--- src/rtl/core/qur_pkg.sv ---
// Shared types and constants of the quad ultrasonic echo ranger.
// Used by the front end, the request queue, the back end and the top level.
// No dependencies.
package qur_pkg;

   localparam int CHANNELS    = 4;
   localparam int DIST_W      = 20;
   localparam int QUEUE_DEPTH = 4;
   localparam int QPTR_W      = $clog2(QUEUE_DEPTH);

   // Control bits of one classified request.
   typedef struct packed {
      logic trig;
      logic done;
   } ctl_type;

   // Round control settings seen by the front end.
   typedef struct packed {
      logic        run_enable;
      logic [7:0]  trigger_ticks;
      logic [15:0] rise_timeout;
   } run_cfg_type;

   // Conversion settings seen by the back end.
   typedef struct packed {
      logic [15:0]       scale;
      logic [DIST_W-1:0] max_distance;
   } dist_cfg_type;

endpackage

--- src/rtl/core/qur_front.sv ---
// Front end of the echo ranger: the round state machine, run once per request.
// Produces the trigger/done controls and the captured counts of each tick.
// Depends on qur_pkg.
module qur_front #(
   parameter int COUNT_BITS = 16
) (
   input  logic                                          clock,
   input  logic                                          reset,
   input  logic                                          in_valid,
   input  logic [qur_pkg::CHANNELS-1:0]                  echo,
   input  qur_pkg::run_cfg_type                          cfg,
   output qur_pkg::ctl_type                              ctl,
   output logic [qur_pkg::CHANNELS-1:0][COUNT_BITS-1:0] capt
);
   import qur_pkg::*;

   localparam int CNT_W = (COUNT_BITS + 1 > 17) ? COUNT_BITS + 1 : 17;

   localparam logic [2:0] PH_IDLE = 3'd0;
   localparam logic [2:0] PH_TRIG = 3'd1;
   localparam logic [2:0] PH_RISE = 3'd2;
   localparam logic [2:0] PH_MEAS = 3'd3;
   localparam logic [2:0] PH_LOW  = 3'd4;

   logic [2:0]                             phase_ff, phase_in;
   logic [CNT_W-1:0]                       count_ff, count_in;
   logic [CHANNELS-1:0]                    pending_ff, pending_in;
   logic [CHANNELS-1:0][COUNT_BITS-1:0]   capt_ff, capt_in;
   logic [CNT_W-1:0]                       next_cnt;
   logic [CHANNELS-1:0]                    pend_v;
   logic [7:0]                             tlen;

   assign next_cnt = count_ff + CNT_W'(1);
   assign tlen     = (cfg.trigger_ticks == 8'd0) ? 8'd1 : cfg.trigger_ticks;

   always_comb begin
      phase_in   = phase_ff;
      count_in   = count_ff;
      pending_in = pending_ff;
      capt_in    = capt_ff;
      pend_v     = pending_ff;
      ctl.trig   = 1'b0;
      ctl.done   = 1'b0;
      if (!cfg.run_enable) begin
         phase_in   = PH_IDLE;
         pending_in = '0;
         count_in   = '0;
      end else begin
         case (phase_ff)
            PH_IDLE: begin
               phase_in = PH_TRIG;
               count_in = CNT_W'(1);
               ctl.trig = 1'b1;
            end
            PH_TRIG: begin
               if (count_ff < CNT_W'(tlen)) begin
                  count_in = next_cnt;
                  ctl.trig = 1'b1;
               end else begin
                  phase_in = PH_RISE;
                  count_in = '0;
               end
            end
            PH_RISE: begin
               if (echo == {CHANNELS{1'b1}} || count_ff >= CNT_W'(cfg.rise_timeout)) begin
                  phase_in   = PH_MEAS;
                  count_in   = CNT_W'(1);
                  pending_in = {CHANNELS{1'b1}};
               end else begin
                  count_in = next_cnt;
               end
            end
            PH_MEAS: begin
               for (int i = 0; i < CHANNELS; i++) begin
                  if (pend_v[i] && !echo[i]) begin
                     capt_in[i] = count_ff[COUNT_BITS-1:0];
                     pend_v[i]  = 1'b0;
                  end
               end
               count_in = next_cnt;
               // The counter has wrapped: whatever is still pending times out.
               if (next_cnt[COUNT_BITS]) begin
                  for (int i = 0; i < CHANNELS; i++) begin
                     if (pend_v[i]) begin
                        capt_in[i] = '0;
                     end
                  end
                  pend_v   = '0;
                  count_in = '0;
               end
               if (pend_v == '0) begin
                  ctl.done = 1'b1;
                  phase_in = PH_LOW;
                  count_in = '0;
               end
               pending_in = pend_v;
            end
            PH_LOW: begin
               if (echo == '0) begin
                  phase_in = PH_IDLE;
               end
            end
            default: begin
               phase_in   = PH_IDLE;
               count_in   = '0;
               pending_in = '0;
            end
         endcase
      end
   end

   assign capt = capt_in;

   always_ff @(posedge clock) begin
      if (reset) begin
         phase_ff   <= PH_IDLE;
         count_ff   <= '0;
         pending_ff <= '0;
         capt_ff    <= '0;
      end else if (in_valid) begin
         phase_ff   <= phase_in;
         count_ff   <= count_in;
         pending_ff <= pending_in;
         capt_ff    <= capt_in;
      end
   end

endmodule

--- src/rtl/core/qur_fifo.sv ---
// Short request queue between the front end and the back end.
// Register based, first word falls through to the read port.
// Depends on qur_pkg.
module qur_fifo #(
   parameter int WIDTH = 66
) (
   input  logic             clock,
   input  logic             reset,
   input  logic             wr_en,
   input  logic [WIDTH-1:0] wr_data,
   output logic             full,
   input  logic             rd_en,
   output logic [WIDTH-1:0] rd_data,
   output logic             empty
);
   import qur_pkg::*;

   logic [QUEUE_DEPTH-1:0][WIDTH-1:0] mem_ff;
   logic [QPTR_W-1:0]                 wr_ptr_ff, rd_ptr_ff;
   logic [QPTR_W:0]                   count_ff;
   logic                              do_wr, do_rd;

   assign full    = (count_ff == (QPTR_W + 1)'(QUEUE_DEPTH));
   assign empty   = (count_ff == '0);
   assign do_wr   = wr_en && !full;
   assign do_rd   = rd_en && !empty;
   assign rd_data = mem_ff[rd_ptr_ff];

   always_ff @(posedge clock) begin
      if (do_wr) begin
         mem_ff[wr_ptr_ff] <= wr_data;
      end
   end

   always_ff @(posedge clock) begin
      if (reset) begin
         wr_ptr_ff <= '0;
         rd_ptr_ff <= '0;
         count_ff  <= '0;
      end else begin
         if (do_wr) begin
            wr_ptr_ff <= wr_ptr_ff + QPTR_W'(1);
         end
         if (do_rd) begin
            rd_ptr_ff <= rd_ptr_ff + QPTR_W'(1);
         end
         if (do_wr && !do_rd) begin
            count_ff <= count_ff + (QPTR_W + 1)'(1);
         end else if (do_rd && !do_wr) begin
            count_ff <= count_ff - (QPTR_W + 1)'(1);
         end
      end
   end

endmodule

--- src/rtl/core/qur_back.sv ---
// Back end of the echo ranger: per-channel scale multiply, range check and
// distance latch, in two pipeline stages with stall control.
// Depends on qur_pkg.
module qur_back #(
   parameter int COUNT_BITS = 16
) (
   input  logic                                               clock,
   input  logic                                               reset,
   input  logic                                               in_valid,
   output logic                                               in_ready,
   input  qur_pkg::ctl_type                                   in_ctl,
   input  logic [qur_pkg::CHANNELS-1:0][COUNT_BITS-1:0]      in_capt,
   input  qur_pkg::dist_cfg_type                              cfg,
   output logic                                               out_valid,
   input  logic                                               out_pop,
   output qur_pkg::ctl_type                                   out_ctl,
   output logic [qur_pkg::CHANNELS-1:0][qur_pkg::DIST_W-1:0] out_dist
);
   import qur_pkg::*;

   localparam int PW = COUNT_BITS + 16;
   localparam int SW = COUNT_BITS + 8;
   localparam int CW = (SW > DIST_W) ? SW : DIST_W;

   logic                              a_valid_ff;
   ctl_type                           a_ctl_ff;
   logic [CHANNELS-1:0][PW-1:0]       a_prod_ff;
   logic                              b_valid_ff;
   ctl_type                           b_ctl_ff;
   logic [CHANNELS-1:0][DIST_W-1:0]   dist_ff;
   logic [CHANNELS-1:0][DIST_W-1:0]   dist_in;
   logic                              a_ready, b_ready;

   assign b_ready  = !b_valid_ff || out_pop;
   assign a_ready  = !a_valid_ff || b_ready;
   assign in_ready = a_ready;

   // Range check on the shifted product of each lane.
   always_comb begin
      logic [CW-1:0] d_ext;
      for (int i = 0; i < CHANNELS; i++) begin
         d_ext = CW'(a_prod_ff[i][PW-1:8]);
         if (d_ext > CW'(cfg.max_distance)) begin
            dist_in[i] = '0;
         end else begin
            dist_in[i] = d_ext[DIST_W-1:0];
         end
      end
   end

   always_ff @(posedge clock) begin
      if (a_ready && in_valid) begin
         a_ctl_ff <= in_ctl;
         for (int i = 0; i < CHANNELS; i++) begin
            a_prod_ff[i] <= PW'(in_capt[i]) * PW'(cfg.scale);
         end
      end
   end

   always_ff @(posedge clock) begin
      if (reset) begin
         a_valid_ff <= 1'b0;
         b_valid_ff <= 1'b0;
         b_ctl_ff   <= '0;
         dist_ff    <= '0;
      end else begin
         if (a_ready) begin
            a_valid_ff <= in_valid;
         end
         if (b_ready) begin
            b_valid_ff <= a_valid_ff;
            if (a_valid_ff) begin
               b_ctl_ff <= a_ctl_ff;
               if (a_ctl_ff.done) begin
                  dist_ff <= dist_in;
               end
            end
         end
      end
   end

   assign out_valid = b_valid_ff;
   assign out_ctl   = b_ctl_ff;
   assign out_dist  = dist_ff;

endmodule

--- src/rtl/core/quad_ultrasonic_echo_ranger_unit.sv ---
// Quad ultrasonic echo ranger, one request per timer tick, one result each.
// A result reaches the result ports through the queue write, the multiply stage and
// the output register, in that order, once its request is accepted.
// Throughput: one request per cycle while the queue is not full; results left unpopped stall it.
// Reset: synchronous; settings, pointers and valids return to their defaults, distances read 0.
module quad_ultrasonic_echo_ranger_unit #(
   parameter int COUNT_BITS = 16
) (
   input  logic                          clock,
   input  logic                          reset,
   input  logic                          push,
   output logic                          full,
   input  logic [qur_pkg::CHANNELS-1:0]  req_echo,
   output logic                          empty,
   input  logic                          pop,
   output logic                          rsp_trigger,
   output logic                          rsp_done_res,
   output logic [qur_pkg::DIST_W-1:0]    rsp_dist_ch0,
   output logic [qur_pkg::DIST_W-1:0]    rsp_dist_ch1,
   output logic [qur_pkg::DIST_W-1:0]    rsp_dist_ch2,
   output logic [qur_pkg::DIST_W-1:0]    rsp_dist_ch3,
   input  logic                          csr_valid,
   output logic                          csr_ready,
   input  logic [2:0]                    csr_index,
   input  logic [qur_pkg::DIST_W-1:0]    csr_wdata
);
   import qur_pkg::*;

   localparam logic [2:0] REG_RUN_ENABLE    = 3'd0;
   localparam logic [2:0] REG_TRIGGER_TICKS = 3'd1;
   localparam logic [2:0] REG_RISE_TIMEOUT  = 3'd2;
   localparam logic [2:0] REG_SCALE         = 3'd3;
   localparam logic [2:0] REG_MAX_DISTANCE  = 3'd4;

   localparam int QW = $bits(ctl_type) + CHANNELS * COUNT_BITS;

   run_cfg_type                         run_cfg_ff;
   dist_cfg_type                        dist_cfg_ff;
   logic                                accept;
   ctl_type                             f_ctl;
   logic [CHANNELS-1:0][COUNT_BITS-1:0] f_capt;
   logic [QW-1:0]                       q_wr_data, q_rd_data;
   logic                                q_empty, q_pop;
   ctl_type                             q_ctl;
   logic [CHANNELS-1:0][COUNT_BITS-1:0] q_capt;
   logic                                b_valid;
   ctl_type                             b_ctl;
   logic [CHANNELS-1:0][DIST_W-1:0]     b_dist;

   assign csr_ready = 1'b1;

   always_ff @(posedge clock) begin
      if (reset) begin
         run_cfg_ff.run_enable    <= 1'b0;
         run_cfg_ff.trigger_ticks <= 8'd7;
         run_cfg_ff.rise_timeout  <= 16'd51200;
         dist_cfg_ff.scale        <= 16'd1783;
         dist_cfg_ff.max_distance <= 20'd76800;
      end else if (csr_valid) begin
         case (csr_index)
            REG_RUN_ENABLE:    run_cfg_ff.run_enable    <= csr_wdata[0];
            REG_TRIGGER_TICKS: run_cfg_ff.trigger_ticks <= csr_wdata[7:0];
            REG_RISE_TIMEOUT:  run_cfg_ff.rise_timeout  <= csr_wdata[15:0];
            REG_SCALE:         dist_cfg_ff.scale        <= csr_wdata[15:0];
            REG_MAX_DISTANCE:  dist_cfg_ff.max_distance <= csr_wdata;
            default: ;
         endcase
      end
   end

   assign accept = push && !full;

   qur_front #(
      .COUNT_BITS(COUNT_BITS)
   ) u_front (
      .clock    (clock),
      .reset    (reset),
      .in_valid (accept),
      .echo     (req_echo),
      .cfg      (run_cfg_ff),
      .ctl      (f_ctl),
      .capt     (f_capt)
   );

   assign q_wr_data = {f_ctl, f_capt};

   qur_fifo #(
      .WIDTH(QW)
   ) u_queue (
      .clock   (clock),
      .reset   (reset),
      .wr_en   (accept),
      .wr_data (q_wr_data),
      .full    (full),
      .rd_en   (q_pop),
      .rd_data (q_rd_data),
      .empty   (q_empty)
   );

   assign {q_ctl, q_capt} = q_rd_data;

   qur_back #(
      .COUNT_BITS(COUNT_BITS)
   ) u_back (
      .clock     (clock),
      .reset     (reset),
      .in_valid  (!q_empty),
      .in_ready  (q_pop),
      .in_ctl    (q_ctl),
      .in_capt   (q_capt),
      .cfg       (dist_cfg_ff),
      .out_valid (b_valid),
      .out_pop   (pop),
      .out_ctl   (b_ctl),
      .out_dist  (b_dist)
   );

   assign empty        = !b_valid;
   assign rsp_trigger  = b_ctl.trig;
   assign rsp_done_res = b_ctl.done;
   assign rsp_dist_ch0 = b_dist[0];
   assign rsp_dist_ch1 = b_dist[1];
   assign rsp_dist_ch2 = b_dist[2];
   assign rsp_dist_ch3 = b_dist[3];

endmodule

--- config.mk ---
export PLATFORM = sky130hd
export DESIGN_NAME = quad_ultrasonic_echo_ranger_unit
export DESIGN_NICKNAME = d
export VERILOG_FILES = /design/src/rtl/core/qur_pkg.sv /design/src/rtl/core/qur_front.sv /design/src/rtl/core/qur_fifo.sv /design/src/rtl/core/qur_back.sv /design/src/rtl/core/quad_ultrasonic_echo_ranger_unit.sv
export SDC_FILE = /design/constraint.sdc
export NUM_CORES = 2
export LEC_CHECK = 0
export ABC_AREA = 1
export BUFFER_PORTS_ARGS = -buffer_cell sky130_fd_sc_hd__buf_2
export CORE_AREA = 2 2 309 311
export CTS_BUF_LIST = sky130_fd_sc_hd__clkbuf_2
export DETAILED_ROUTE_END_ITERATION = 10
export DIE_AREA = 0 0 311 313
export PLACE_DENSITY_LB_ADDON = 0.08
export SLEW_MARGIN = 20
export SYNTH_ARGS = -nofsm -noshare
export SYNTH_HDL_FRONTEND = slang
export SYNTH_SLANG_ARGS = --single-unit
--- constraint.sdc ---
create_clock -name clock -period 8.1 [get_ports clock]
set_input_delay 0.405 -clock clock [delete_from_list [all_inputs] [get_ports clock]]
set_output_delay 0.405 -clock clock [all_outputs]
set_load 0.02 [all_outputs]
Word-level counts from Yosys, hierarchy flattened
Cells that the tools add are included.
{"block": "totals", "ff_bits": 634, "in_bits": 32, "output_inout_bits": 85, "wordCells": 166}
{"block": "classes", "n_addsub": 5, "mul": 4, "order_cmp": 9, "n_eq_ne": 16, "muxes": 58, "reduce_logical": 41}
{"cell": "$bwmux W264", "n": 1}
{"cell": "$mux W64", "n": 3}
{"cell": "$mux W16", "n": 10}
{"cell": "$bmux W66 S2", "n": 1}
{"cell": "$demux W66 S2", "n": 1}
{"cell": "$mux W66", "n": 2}
{"cell": "$mul A16 B16 Y32", "n": 4}
{"cell": "$gt A24 B20 Y1", "n": 4}
{"cell": "$pmux W17 S5", "n": 1}
{"cell": "$mux W20", "n": 4}
{"cell": "$mux W17", "n": 3}
{"cell": "$mux W3", "n": 7}
{"cell": "$mux W4", "n": 5}
{"cell": "$add A17 B1 Y17 const B", "n": 1}
{"cell": "$ge A17 B16 Y1", "n": 1}
{"cell": "$lt A17 B8 Y1", "n": 1}
{"cell": "$mux W1", "n": 15}
{"cell": "$pmux W3 S5", "n": 1}
{"cell": "$reduce_and A2 Y1", "n": 7}
{"cell": "$eq A3 B2 Y1 const B", "n": 4}
{"cell": "$pmux W4 S3", "n": 1}
{"cell": "$logic_and A1 B1 Y1", "n": 10}
{"cell": "$logic_not A1 Y1", "n": 10}
{"cell": "$eq A3 B3 Y1 const B", "n": 3}
{"cell": "21 further kinds", "n": 33}

Depth between registers and ports, before layout
{"block": "depth", "word_depth": 13, "ltp_mapped": 34, "ltp_nobuf": 28}

Cells and area by module
Synthesis repeated with hierarchy kept, for this count alone.
{"block": "unflattened", "hier_cells": 7710, "area_unflattened_um2": 62348.5}
{"module": "qur_back", "instances": 1, "cells_each": 5774, "area_per_inst_um2": 43654.4, "seq_area_each_um2": 4624.4}
{"module": "qur_fifo", "instances": 1, "cells_each": 704, "area_per_inst_um2": 10232.3, "seq_area_each_um2": 8067.7}
{"module": "qur_front", "instances": 1, "cells_each": 883, "area_per_inst_um2": 6028.3, "seq_area_each_um2": 1761.7}
{"module": "quad_ultrasonic_echo_ranger_unit", "instances": 1, "cells_each": 349, "area_per_inst_um2": 2433.6, "seq_area_each_um2": 1221.2}

Worst setup path before layout
No wires, ideal clock.
{"block": "synth_timing", "path_kind": "register to register", "start": "reg u_queue.rd_ptr_ff[0]", "end": "reg u_back.a_prod_ff[27] (netlist name) (data pin)", "arrival_ns": 5.947, "required_time_ns": 7.848, "setup_slack_ns": 1.901, "path_stages_with_launch": 30, "period_less_slack_ns": 6.199, "path_cell_list": "dfxtp_1 > buf_6 > clkinv_4 > buf_8 > buf_6 > buf_2 > buf_2 > nand2_1 > nand3_1 > nand2_1 > inv_1 > nand2_1 > fa_1 > fa_1 > inv_1 > fa_1 > fa_1 > fa_1 > inv_1 > fa_1 > inv_1 > ha_1 > a21oi_1 > o21a_1 > a21boi_0 > o21ai_0 > a21oi_1 > nand2_1 > nand2_1 > nand2_1"}
{"block": "synth_between", "elab_chain_cells": 3}
{"item": "from (decl)", "line_no": "qur_fifo.sv:19", "text": "logic [QPTR_W-1:0] wr_ptr_ff, rd_ptr_ff;"}
{"item": "from (signal assigned)", "line_no": "qur_fifo.sv:45", "text": "rd_ptr_ff <= rd_ptr_ff + QPTR_W'(1);"}
{"item": "$bmux W66 S2", "line_no": "qur_fifo.sv:27", "text": "assign rd_data = mem_ff[rd_ptr_ff];"}
{"item": "$mux W66 (implied by the code)", "line_no": "qur_fifo.sv:27"}
{"item": "$mul A16 B16 Y32", "line_no": "qur_back.sv:55", "text": "a_prod_ff[i] <= PW'(in_capt[i]) * PW'(cfg.scale);"}
{"item": "to (signal, indexed assignment)", "line_no": "qur_back.sv:55"}
{"item": "to (decl)", "line_no": "qur_back.sv:27", "text": "logic [CHANNELS-1:0][PW-1:0] a_prod_ff;"}
Every way passes these cells. The select of a mux whose other input is x is not followed.
A chain may end at the register's enable or synchronous reset.

Final worst setup path
{"block": "layout_timing", "start": "reg u_queue.rd_ptr_ff[0]", "end": "reg u_back.a_prod_ff[59] (netlist name) (data pin)"}
Same word-level chain as after synthesis.

==> metrics.cfg <==
[yosys]
synth_edf_count = 362
yosysSeqAreaShare_pct = 25.9
synth_top_area_share_pct = 25.6
yosys_warnings = 0
synth.cell_area_mm2 = 0.0605
syn_avg_cell_area_um2 = 8.36
synthesis.instances = 7242
synth.area.top_cells = fa_1, edfxtp_1, ha_1
synth_area_leader_cell = fa_1
synth.distinct_cells = 61
synth_async_sr_flop_share_pct = 0
ys_ff_latch = 602
synthFlopType = edfxtp_1
synth_nets = 8560

[global_routing]
grt-ovfl-total = 0
grt_usage_pct = 38.5
grtUsageMet1_pct = 50.2
top_usage_layer = met2
grt_max_degree = 134
grt_pass1_vias = 50467
antenna_found_initial = 7
grt_use_met2_pct = 61.6
met3_usage_pct = 8.69
grt_pass1_wl_um = 285000

[place]
gp_congestion = 0.966
hpwl_um = 138000
port_buffers = 115
place_inst = 8440

[drt]
firstDrtPassIters = 6
dr.first_iter.drc_count = 4864
drt-vias-per-instance = 5.65
drt_wl_total_um = 183000
antenna_left = 0
wire_per_inst_um = 20.7
via_count = 49913
drc = 0

[final_layout]
area_growth_pct = 7.05
layout_commonest_cell = nand2_1
fin_util_pct = 68.8
final_nets = 8743
multi_input_area_mm2 = 0.0382
nFillCells = 7889
layoutNonFillerInstCount = 8834
ff_latch_area_mm2 = 0.0157
drive_gt1_share_pct = 7.84
final_cell_mix = nand2_1, inv_1, nor2_1

[sta]
finalSetupViolations = 0
relSlewSlack_pct = 27.0
report.final.slew_viol_count = 0
period_needed_ns = 7.33
finalCritPeriodShare_pct = 90.5
fin_setup_tns_ns = 0
rsz0062_at_grt = false
clock_skew_ns = 0.0900
fmax_mhz = 136
hold_viol_final = 0
worst_pin_slew_ns = 1.09

[worst_setup_path]
worstSetupEndpointType = register
startpoint = u_queue.rd_ptr_ff[0]
timing.rr.end = u_back.a_prod_ff[59]
crit_path_start_kind = register
cpPeakStageDelay_ns = 0.52
worstPathArrival_ns = 8.55
rr_worst_depth = 25
path_max_fanout = 55
critPathSlowestCell = fa_1
worst-r2r-setup-slack_ns = 0.77
critPathRequiredTime_ns = 9.32
r2r_start = u_queue.rd_ptr_ff[0]
crit_type = reg -> reg

[job]
max_cap_violations = 0

[floorplanning]
coreArea_mm2 = 0.0942
initial_utilization_pct = 64.3
dieArea_mm2 = 0.0973
die_h_um = 313
ios = 117
num_rows = 113
die-width_um = 311

[min_path]
hold_path_end = u_front.phase_ff[2]
hold_start = req_echo[0]
holdPathStages = 9
hold_class = in -> reg

[status]
outcome = completed

[clocking]
numCtsBuffers = 158
root_buffer = clkbuf_2
clock_path_buffers = 3
cts_tree = done
cts.sinks = 602
cts_htree_levels = 4
clkTransAtPathRegs_ns = 0.11
clk_latency_ns = 1.52

-- cells by family (layout without fill, tap and decap cells) --
kind of cell | after synthesis | after routing | synth area share [%]
AOI/OAI and AO/OA | 721 | 721 | 6.71
xor gates and xnor gates | 88 | 88 | 1.27
adders and majority gates | 1286 | 1286 | 36.2
buffers and inverters | 1709 | 2029 | 11.0
DFF | 602 | 602 | 25.9
other | 1 | 8 | 0.00620
and+or+nand+nor | 2835 | 2835 | 18.9
-- registers in the layout (all words and copies together), names as in the netlist --
| register | count |
|---|---|
| u_queue.mem_ff | 264 |
| u_back.a_prod_ff | 96 |
| u_back.out_dist | 80 |
| u_front.capt_ff | 64 |
| dist_cfg_ff | 36 |
| run_cfg_ff | 25 |
| u_front.count_ff | 17 |
| u_front.pending_ff | 4 |
| u_front.phase_ff | 3 |
| u_queue.count_ff | 3 |
| u_back.a_ctl_ff | 2 |
| u_back.out_ctl | 2 |
| u_queue.rd_ptr_ff | 2 |
| u_queue.wr_ptr_ff | 2 |
| u_back.a_valid_ff | 1 |
| u_back.out_valid | 1 |
-- area by class of cell --
type | instances | area share, %
Multi-Input combinational cell | 4931 | 59.0
Antenna cell | 7 | 0.0270
Timing Repair Buffer | 305 | 3.55
Clock buffer | 228 | 1.76
Sequential cell | 602 | 24.2
Tap cell | 1265 | 2.44
Clock inverter | 69 | 0.701
Inverter | 1427 | 8.29
-- synth_stat cells, types with 3 or more instances --
| cell | count |
|---|---|
| nand2_1 | 1586 |
| inv_1 | 1386 |
| nor2_1 | 859 |
| fa_1 | 773 |
| ha_1 | 513 |
| edfxtp_1 | 362 |
| a21oi_1 | 334 |
| dfxtp_1 | 240 |
| nand3_1 | 219 |
| clkbuf_1 | 199 |
| o21ai_0 | 178 |
| a211oi_1 | 66 |
| xor2_1 | 63 |
| buf_2 | 44 |
| nor2_2 | 42 |
| nor3_1 | 40 |
| o21ai_1 | 39 |
| clkinv_1 | 30 |
| nand4_1 | 27 |
| xnor2_1 | 25 |
| o21a_1 | 17 |
| buf_6 | 16 |
| buf_1 | 15 |
| nand2_2 | 15 |
| o211ai_1 | 15 |
| a21o_1 | 14 |
| a31oi_1 | 14 |
| nand3_2 | 11 |
| inv_2 | 9 |
| nand3b_1 | 9 |
| a21boi_0 | 7 |
| o21ai_2 | 7 |
| buf_4 | 6 |
| and3_1 | 5 |
| nand3_4 | 5 |
| o21bai_1 | 5 |
| o31ai_1 | 4 |
| a311oi_1 | 3 |
| nand2_4 | 3 |
| nor2_4 | 3 |
| nor4_1 | 3 |
| o21bai_2 | 3 |
| o221ai_1 | 3 |
| o311ai_0 | 3 |
-- worst max-delay path: cells and delay by family (launching register included) --
family,cells,cell delay (ns)
adder cells (fa/ha/maj),7,3.27
buffers and inverters,7,1.38
AO/OA/AOI/OAI,4,1.03
AND/OR/NAND/NOR,7,0.95
flip-flops,1,0.38
-- repair_timing --
item / 4_1_cts / 5_1_grt
buffers inserted: 0 / 0
setup endpoints to repair: 0 / 0
hold endpoints to repair: 464 / 0
hold buffers: 90 / 0
resized for setup: 0 / 0
-- per-layer routing --
| layer | vias to the layer above | routed length (um) |
|---|---|---|
| li1 | 22774 | - |
| met1 | 24039 | 70700 |
| met2 | 2549 | 82500 |
| met3 | 549 | 19700 |
| met4 | 2 | 9900 |
| met5 | - | 12 |
-- metrics by stage --
stage	setup slack [ns]	hold WS [ns]	instance area, um^2
2_1_floorplan	1.90	0.423	60500
3_3_place_gp	0.896	0.442	62300
3_5_place_dp	0.862	0.447	62300
4_1_cts	0.890	0.0265	64800
5_1_grt	0.383	0.185	64800
6_report	0.773	0.205	64800
-- worst max-delay path by stage --
stage               cells after the start               endpoint  slack (ns)
floorplan                              29   u_back.a_prod_ff[27]        1.90
global placement                       25   u_back.a_prod_ff[59]        0.90
finish                                 25   u_back.a_prod_ff[59]        0.77
global route                           27   u_back.a_prod_ff[59]        0.38
CTS                                    27   u_back.a_prod_ff[59]        0.89
detailed placement                     24  u_back.a_prod_ff[124]        0.86
Power is left out: the tool's default activity adds up to more than one toggle a clock period on the data nets, which glitch-free logic cannot reach.
